===== src/rtl/cartridge_bank_mapper_core_assert.svh =====
// ----------------------------------------------------------------------------
// Assertion macros for the cartridge bank mapper
// Shared concurrent assertion forms; all sample on clk and are off in reset.
// ----------------------------------------------------------------------------
`ifndef CARTRIDGE_BANK_MAPPER_CORE_ASSERT_SVH
`define CARTRIDGE_BANK_MAPPER_CORE_ASSERT_SVH

`ifndef ASSERT_OFF
// Condition must hold at every clock edge outside reset.
`define CBM_ASSERT_ALWAYS(lbl, cond, msg) \
  lbl: assert property (@(posedge clk) disable iff (!rst_n) (cond)) else $error(msg);
// Antecedent at one edge implies the consequent at the next edge.
`define CBM_ASSERT_NEXT(lbl, ante, cons, msg) \
  lbl: assert property (@(posedge clk) disable iff (!rst_n) (ante) |=> (cons)) \
    else $error(msg);
`else
`define CBM_ASSERT_ALWAYS(lbl, cond, msg)
`define CBM_ASSERT_NEXT(lbl, ante, cons, msg)
`endif

`endif


===== src/rtl/cbm_pkg.sv =====
`timescale 1ns / 1ps
// ----------------------------------------------------------------------------
// Cartridge bank mapper package
// Field widths, access and region codes, mapper kinds and register map.
// ----------------------------------------------------------------------------
package cbm_pkg;

  localparam int ADDR_W     = 16;
  localparam int DATA_W     = 8;
  localparam int ROM_ADDR_W = 21;
  localparam int RAM_ADDR_W = 15;
  localparam int ROM_BANK_W = 7;
  localparam int RAM_BANK_W = 2;
  localparam int KIND_W     = 2;
  localparam int REGION_W   = 2;

  localparam int IN_TDATA_W  = 24;
  localparam int OUT_TDATA_W = 40;

  localparam int CFG_ADDR_W = 2;
  localparam int CFG_DATA_W = 32;

  // Configuration register byte addresses
  localparam logic [CFG_ADDR_W-1:0] REG_MAPPER_KIND = 2'd0;

  // Access kinds
  localparam logic OP_READ  = 1'b0;
  localparam logic OP_WRITE = 1'b1;

  // Regions
  localparam logic [REGION_W-1:0] REGION_ROM_FIXED = 2'd0;
  localparam logic [REGION_W-1:0] REGION_ROM_BANK  = 2'd1;
  localparam logic [REGION_W-1:0] REGION_RAM       = 2'd2;
  localparam logic [REGION_W-1:0] REGION_OTHER     = 2'd3;

  // Mapper kinds
  localparam logic [KIND_W-1:0] KIND_NONE = 2'd0;
  localparam logic [KIND_W-1:0] KIND_MBC1 = 2'd1;
  localparam logic [KIND_W-1:0] KIND_MBC2 = 2'd2;

  // Mapper register windows, selected by address bits 14:13 below 0x8000
  localparam logic [1:0] WIN_RAM_ENABLE = 2'd0;
  localparam logic [1:0] WIN_ROM_BANK   = 2'd1;
  localparam logic [1:0] WIN_UPPER      = 2'd2;
  localparam logic [1:0] WIN_MODE       = 2'd3;

  localparam logic [3:0] RAM_ENABLE_KEY = 4'hA;

  localparam logic [ROM_BANK_W-1:0] ROM_BANK_RESET = 7'd1;

endpackage


===== src/rtl/cartridge_bank_mapper_core.sv =====
`timescale 1ns / 1ps
// ----------------------------------------------------------------------------
// Cartridge bank mapper core
// Classifies CPU bus accesses, translates ROM and RAM offsets and keeps the
// MBC1 / MBC2 style mapper registers.
// ----------------------------------------------------------------------------
//  Port group | Direction | Carries
//  in_*       | sink      | bus access: tuser = op, tdata = address, write_data
//  out_*      | source    | tuser = region, tdata = rom/ram address, write ok
//  cfg_*      | APB slave | mapper_kind at byte address 0
//
// One access per cycle while out_tready is high. An accepted access lands in
// the input register and moves to the result register, raising out_tvalid,
// once that register is empty or being read. Mapper registers are updated
// when an access leaves the input register, so the next access sees them.
// A stalled output holds its result while the input register still takes
// one more access. rst_n is synchronous and restores the reset state.
// ----------------------------------------------------------------------------
`include "cartridge_bank_mapper_core_assert.svh"

module cartridge_bank_mapper_core
  import cbm_pkg::*;
(
  input  logic                   clk,
  input  logic                   rst_n,
  input  logic                   in_tvalid,
  output logic                   in_tready,
  input  logic [IN_TDATA_W-1:0]  in_tdata,    // address[15:0], write_data[23:16]
  input  logic [0:0]             in_tuser,    // op[0]
  output logic                   out_tvalid,
  input  logic                   out_tready,
  output logic [OUT_TDATA_W-1:0] out_tdata,   // rom_address[20:0], ram_address[35:21],
                                              // ram_write_allowed[36], zero[39:37]
  output logic [REGION_W-1:0]    out_tuser,   // region[1:0]
  input  logic                   cfg_psel,
  input  logic                   cfg_penable,
  input  logic                   cfg_pwrite,
  input  logic [CFG_ADDR_W-1:0]  cfg_paddr,
  input  logic [CFG_DATA_W-1:0]  cfg_pwdata,
  output logic [CFG_DATA_W-1:0]  cfg_prdata,
  output logic                   cfg_pready
);

  // Configuration
  logic [KIND_W-1:0] kind_r;
  logic              cfg_wr;

  // Input register
  logic              s1_valid_r;
  logic              s1_op_r;
  logic [ADDR_W-1:0] s1_addr_r;
  logic [DATA_W-1:0] s1_data_r;
  logic              s1_adv;

  // Mapper state
  logic [ROM_BANK_W-1:0] rom_bank_r, rom_bank_nxt;
  logic [RAM_BANK_W-1:0] ram_bank_r, ram_bank_nxt;
  logic                  ram_en_r, ram_en_nxt;
  logic                  mode_r, mode_nxt;

  // Result register
  logic                  out_valid_r;
  logic [REGION_W-1:0]   region_r, region_nxt;
  logic [ROM_ADDR_W-1:0] rom_addr_r, rom_addr_nxt;
  logic [RAM_ADDR_W-1:0] ram_addr_r, ram_addr_nxt;
  logic                  allowed_r, allowed_nxt;

  logic                  reg_write;
  logic                  m1, m2;
  logic [ROM_BANK_W-1:0] bank_tmp;

  assign cfg_pready = 1'b1;
  assign cfg_wr     = cfg_psel & cfg_penable & cfg_pwrite & cfg_pready;
  assign cfg_prdata = (cfg_paddr == REG_MAPPER_KIND) ?
                      {{(CFG_DATA_W-KIND_W){1'b0}}, kind_r} : '0;

  assign s1_adv    = s1_valid_r & (~out_valid_r | out_tready);
  assign in_tready = ~s1_valid_r | s1_adv;

  assign m1        = (kind_r == KIND_MBC1);
  assign m2        = (kind_r == KIND_MBC2);
  assign reg_write = (s1_op_r == OP_WRITE) && !s1_addr_r[15];

  // Translation of the access in the input register.
  always_comb begin
    region_nxt   = REGION_OTHER;
    rom_addr_nxt = '0;
    ram_addr_nxt = '0;
    allowed_nxt  = 1'b0;
    if (reg_write) begin
      region_nxt = REGION_OTHER;
    end else if (s1_addr_r[15:14] == 2'b00) begin
      region_nxt   = REGION_ROM_FIXED;
      rom_addr_nxt = {{(ROM_ADDR_W-14){1'b0}}, s1_addr_r[13:0]};
    end else if (s1_addr_r[15:14] == 2'b01) begin
      region_nxt   = REGION_ROM_BANK;
      rom_addr_nxt = {rom_bank_r, s1_addr_r[13:0]};
    end else if (s1_addr_r[15:13] == 3'b101) begin
      region_nxt   = REGION_RAM;
      ram_addr_nxt = {ram_bank_r, s1_addr_r[12:0]};
      allowed_nxt  = (s1_op_r == OP_WRITE) && ram_en_r;
    end
  end

  // Mapper register updates from writes below 0x8000.
  always_comb begin
    rom_bank_nxt = rom_bank_r;
    ram_bank_nxt = ram_bank_r;
    ram_en_nxt   = ram_en_r;
    mode_nxt     = mode_r;
    bank_tmp     = rom_bank_r;
    if (reg_write) begin
      unique case (s1_addr_r[14:13])
        WIN_RAM_ENABLE: begin
          if (m1 || (m2 && !s1_addr_r[8])) begin
            ram_en_nxt = (s1_data_r[3:0] == RAM_ENABLE_KEY);
          end
        end
        WIN_ROM_BANK: begin
          if (m1 || m2) begin
            if (m2) begin
              bank_tmp = {3'b000, s1_data_r[3:0]};
            end else begin
              bank_tmp = {rom_bank_r[6:5], s1_data_r[4:0]};
            end
            rom_bank_nxt = (bank_tmp == '0) ? ROM_BANK_RESET : bank_tmp;
          end
        end
        WIN_UPPER: begin
          if (m1) begin
            if (mode_r) begin
              bank_tmp     = {s1_data_r[1:0], rom_bank_r[4:0]};
              rom_bank_nxt = (bank_tmp == '0) ? ROM_BANK_RESET : bank_tmp;
            end else begin
              ram_bank_nxt = s1_data_r[1:0];
            end
          end
        end
        WIN_MODE: begin
          if (m1) begin
            mode_nxt = ~s1_data_r[0];
            if (!s1_data_r[0]) begin
              ram_bank_nxt = '0;
            end
          end
        end
        default: begin
          mode_nxt = mode_r;
        end
      endcase
    end
  end

  always_ff @(posedge clk) begin
    if (!rst_n) begin
      kind_r      <= KIND_MBC1;
      s1_valid_r  <= 1'b0;
      out_valid_r <= 1'b0;
      rom_bank_r  <= ROM_BANK_RESET;
      ram_bank_r  <= '0;
      ram_en_r    <= 1'b0;
      mode_r      <= 1'b1;
    end else begin
      if (cfg_wr) begin
        kind_r <= cfg_pwdata[KIND_W-1:0];
      end
      if (in_tready) begin
        s1_valid_r <= in_tvalid;
      end
      if (s1_adv) begin
        out_valid_r <= 1'b1;
        rom_bank_r  <= rom_bank_nxt;
        ram_bank_r  <= ram_bank_nxt;
        ram_en_r    <= ram_en_nxt;
        mode_r      <= mode_nxt;
      end else if (out_tready) begin
        out_valid_r <= 1'b0;
      end
    end
  end

  // Payload registers carry no reset.
  always_ff @(posedge clk) begin
    if (in_tready && in_tvalid) begin
      s1_op_r   <= in_tuser[0];
      s1_addr_r <= in_tdata[ADDR_W-1:0];
      s1_data_r <= in_tdata[ADDR_W+DATA_W-1:ADDR_W];
    end
    if (s1_adv) begin
      region_r   <= region_nxt;
      rom_addr_r <= rom_addr_nxt;
      ram_addr_r <= ram_addr_nxt;
      allowed_r  <= allowed_nxt;
    end
  end

  assign out_tvalid = out_valid_r;
  assign out_tuser  = region_r;
  assign out_tdata  = {3'b000, allowed_r, ram_addr_r, rom_addr_r};

  `CBM_ASSERT_ALWAYS(a_rom_bank_nonzero, rom_bank_r != '0, "ROM bank register is zero")
  `CBM_ASSERT_ALWAYS(a_rom_mode_ram_bank, !mode_r || (ram_bank_r == '0),
                     "RAM bank nonzero in ROM banking mode")
  `CBM_ASSERT_ALWAYS(a_allowed_in_ram, !out_valid_r || !allowed_r || (region_r == REGION_RAM),
                     "RAM write allowed outside the RAM region")
  `CBM_ASSERT_ALWAYS(a_ram_addr_zero,
                     !out_valid_r || (region_r == REGION_RAM) || (ram_addr_r == '0),
                     "RAM offset set outside the RAM region")
  `CBM_ASSERT_NEXT(a_reg_write_other, s1_adv && reg_write,
                   out_valid_r && (region_r == REGION_OTHER) && (rom_addr_r == '0),
                   "Mapper register write did not report the other region")

endmodule

===== config.mk =====
export PLATFORM = sky130hd
export DESIGN_NAME = cartridge_bank_mapper_core
export DESIGN_NICKNAME = d
export VERILOG_FILES = /design/src/rtl/cbm_pkg.sv /design/src/rtl/cartridge_bank_mapper_core.sv
export VERILOG_INCLUDE_DIRS = /design/src /design/src/rtl
export SDC_FILE = /design/constraint.sdc
export NUM_CORES = 1
export LEC_CHECK = 0
export BUFFER_PORTS_ARGS = -buffer_cell sky130_fd_sc_hd__buf_2
export CORE_MARGIN = 2
export CORE_UTILIZATION = 30
export DETAILED_ROUTE_END_ITERATION = 12
export RECOVER_POWER = 100
export SLEW_MARGIN = 0
export SYNTH_ARGS = -nofsm -noshare
export SYNTH_HDL_FRONTEND = slang
export SYNTH_SLANG_ARGS = --single-unit

===== constraint.sdc =====
create_clock -name clk -period 5.2 [get_ports clk]
set_clock_uncertainty 0.2 [all_clocks]
set_input_delay 0.26 -clock clk [delete_from_list [all_inputs] [get_ports clk]]
set_output_delay 0.26 -clock clk [all_outputs]
set_load 0.05 [all_outputs]

==> results.json <==
{
  "status": "finished, violations left",
  "violations": "capacitance limit, slew limit",
  "synth-edff-count": 61,
  "drc": 0,
  "routedWlPerCell_um": 12.5,
  "rows": 37,
  "grt_pass1_vias": 1872,
  "synth_area_per_cell_um2": 13.4,
  "worstMarginPinSlew_ns": 3.01,
  "peakVddDrop_mv": 0.164,
  "cts.path.max_buffers": 2,
  "fin_nets": 411,
  "hpwl_um": 4070,
  "vias_per_cell": 4.19,
  "p_sw_share_pct": 25.6,
  "slew_viol_final": 63,
  "io_buffers": 75,
  "dpl_cell_area_um2": 3590,
  "drive_gt1_share_pct": 15.0,
  "cts_setup_buffers": 0,
  "die_y_um": 108,
  "ys_ff_latch": 76,
  "worst-path-max-fanout": 39,
  "yosysSeqAreaShare_pct": 66.2,
  "ctsResizeCount": 0,
  "clockPowerShare_pct": 37.7,
  "cts_tree": "done",
  "netlist_area_um2": 3220,
  "cts_root_buffer": "clkbuf_8",
  "power_density_nw_per_um2": 349,
  "hold_path_class": "in -> reg",
  "wl_met2_um": 2770,
  "die_x_um": 108,
  "hold_viol": 0,
  "required_ns": 4.89,
  "final_cell_area_um2": 4010,
  "clock_latency_ns": 0.34,
  "seqPwrFrac_pct": 49.9,
  "cts_buffers": 9,
  "num_vias": 2026,
  "stdcell_count": 483,
  "area_growth_pct": 24.5,
  "finalSetupViolCount": 0,
  "cp_data_arrival_time_ns": 3.08,
  "criticalPathCategory": "reg -> reg",
  "grt_pass1_wl_um": 9340,
  "dp_cells": 441,
  "internal_power_mw": 1.04,
  "setup_tns_ns": 0,
  "grt_max_degree": 40,
  "antenna_found_initial": 0,
  "grt_use_total_pct": 10.6,
  "yosysUniqueCellTypes": 40,
  "post-route-period-util_pct": 65.2,
  "clkTransAtPathRegs_ns": 0.07,
  "gp_congestion": 0.816,
  "htreeDepth": 3,
  "first_iter_violations": 112,
  "fin_crit_ns": 3.39,
  "rsz0062_at_grt": "false",
  "max_freq_mhz": 295,
  "initial_utilization_pct": 31.1,
  "async_reset_ff_share_pct": 0,
  "critPathCaptureType": "flip-flop",
  "postRouteAntennaNets": 0,
  "die-area_um2": 11600,
  "ys.warnings.count": 0,
  "wl_met1_um": 2660,
  "grt_overflow": 0,
  "combPwrFrac_pct": 12.4,
  "p_switching_uw": 357,
  "diodes": 0,
  "power.leakage_nw": 1.64,
  "relSlewSlack_pct": -102,
  "core_area_um2": 10400,
  "synth-main-ff-cell": "edfxtp_1",
  "netlist_instances": 240,
  "topRoutingLayerUsed": "met4",
  "wirelength_um": 6050,
  "cts_sinks": 76,
  "dr.pass1.iters": 4,
  "met3_wirelength_um": 552,
  "io_pins": 143,
  "cap_violations": 2,
  "cp-start-kind": "flip-flop"
}
[power groups by stage]
stage	Combinational [mW]	Clock (mW)	Sequential [mW]
2_1_floorplan	0.114	0	0.745
3_3_place_gp	0.163	0	0.710
3_5_place_dp	0.164	0	0.710
4_1_cts	0.180	0.546	0.696
5_1_grt	0.183	0.570	0.701
6_report	0.173	0.526	0.698
[cells by family after synthesis]
| logic type | share of synthesized area [%] |
|---|---|
| multiplexers | 1.55 |
| other | 0.233 |
| buffers and inverters | 10.4 |
| AO/OA/AOI/OAI | 4.31 |
| AND/OR/NAND/NOR | 16.5 |
| flip-flops | 66.2 |
| adder cells (fa/ha/maj) | 0.777 |
[flip-flops by register name, indices dropped and copies added, names as in the netlist, 2 cells and up]
register and count:
kind_r 2, out_tuser 2, ram_addr_r 15, ram_bank_r 2, rom_addr_r 21, rom_bank_r 7
s1_addr_r 16, s1_data_r 5
[stage by stage]
stage                     hold slack, ns  setup slack (ns)  util, %  power, mW
final                             0.0694              1.81     38.7       1.40
after detailed placement           0.239              2.85     34.6      0.874
after global placement             0.239              2.87     34.6      0.873
after CTS                         0.0723              2.85     39.5       1.42
after floorplan                    0.122              2.20        -      0.859
after global routing              0.0628              1.51     38.7       1.45
[worst max-delay path, cell delays in order, from the launching register on]
cell and delay (ns):
dfxtp_1 0.42, inv_1 0.09, nor2_1 2.21
[routing by layer]
metal | track usage [%] | up-vias
li1 | - | 1002
met1 | 13.5 | 918
met2 | 16.4 | 100
met3 | 3.93 | 6
met4 | 4.12 | 0
met5 | 0 | -
[synthesized netlist by cell type, types with 2 or more instances]
master	number	share of area, %
buf_6	2	0.70
ha_1	2	0.78
dfxtp_1	15	9.3
and2b_2	2	0.54
a31oi_1	2	0.39
and2_1	15	2.9
o21ai_0	5	0.78
and3_1	24	4.7
nand3_1	5	0.78
edfxtp_1	61	57
inv_1	7	0.82
conb_1	2	0.23
a32o_1	2	0.62
clkbuf_1	5	0.58
or4b_1	2	0.62
a21oi_1	6	0.93
nand2_1	6	0.70
buf_4	35	8.2
nor2b_1	2	0.39
nor3_1	4	0.62
mux2i_1	5	1.6
nor2_1	13	1.5
[worst paths after layout]
kind                                    start             end  slack, ns  cells after the start
worst min register to register  ram_bank_r[1]   ram_bank_r[1]       0.27                      2
worst max register to register     s1_valid_r  rom_addr_r[19]       1.81                      2
worst min-delay path               out_tready      out_tvalid       0.07                      3
worst max-delay path               s1_valid_r  rom_addr_r[19]       1.81                      2
[layout by cell type (no fill, tap or decap), types with 3 or more instances in the layout]
master / count
bufinv_16: 3
clkbuf_1: 45
and3_1: 24
nor2b_1: 3
edfxtp_1: 61
mux2i_1: 5
a21oi_1: 6
and2_0: 9
clkbuf_8: 9
nor2_1: 13
nor3_1: 4
nand3_1: 5
dlygate4sd3_1: 27
nand2_1: 6
and2_1: 6
o21ai_0: 5
conb_1: 34
buf_2: 30
dfxtp_1: 15
inv_1: 7
[cell type report]
cell class | instances | area [um2]
inverters | 7 | 26.3
multi-input cells | 146 | 850
clock buffers | 9 | 124
well taps | 136 | 170
fillers | 1030 | 6360
flip-flops and latches | 76 | 2130
clock inverters | 6 | 113
repair buffers | 103 | 594
[what timing repair did]
| item | 4_1_cts | 5_1_grt |
|---|---|---|
| setup endpoints to repair | 0 | 0 |
| hold buffers | 27 | 0 |
| hold endpoints to repair | 26 | 0 |
Note: power is estimated with default switching activity, not from simulation.
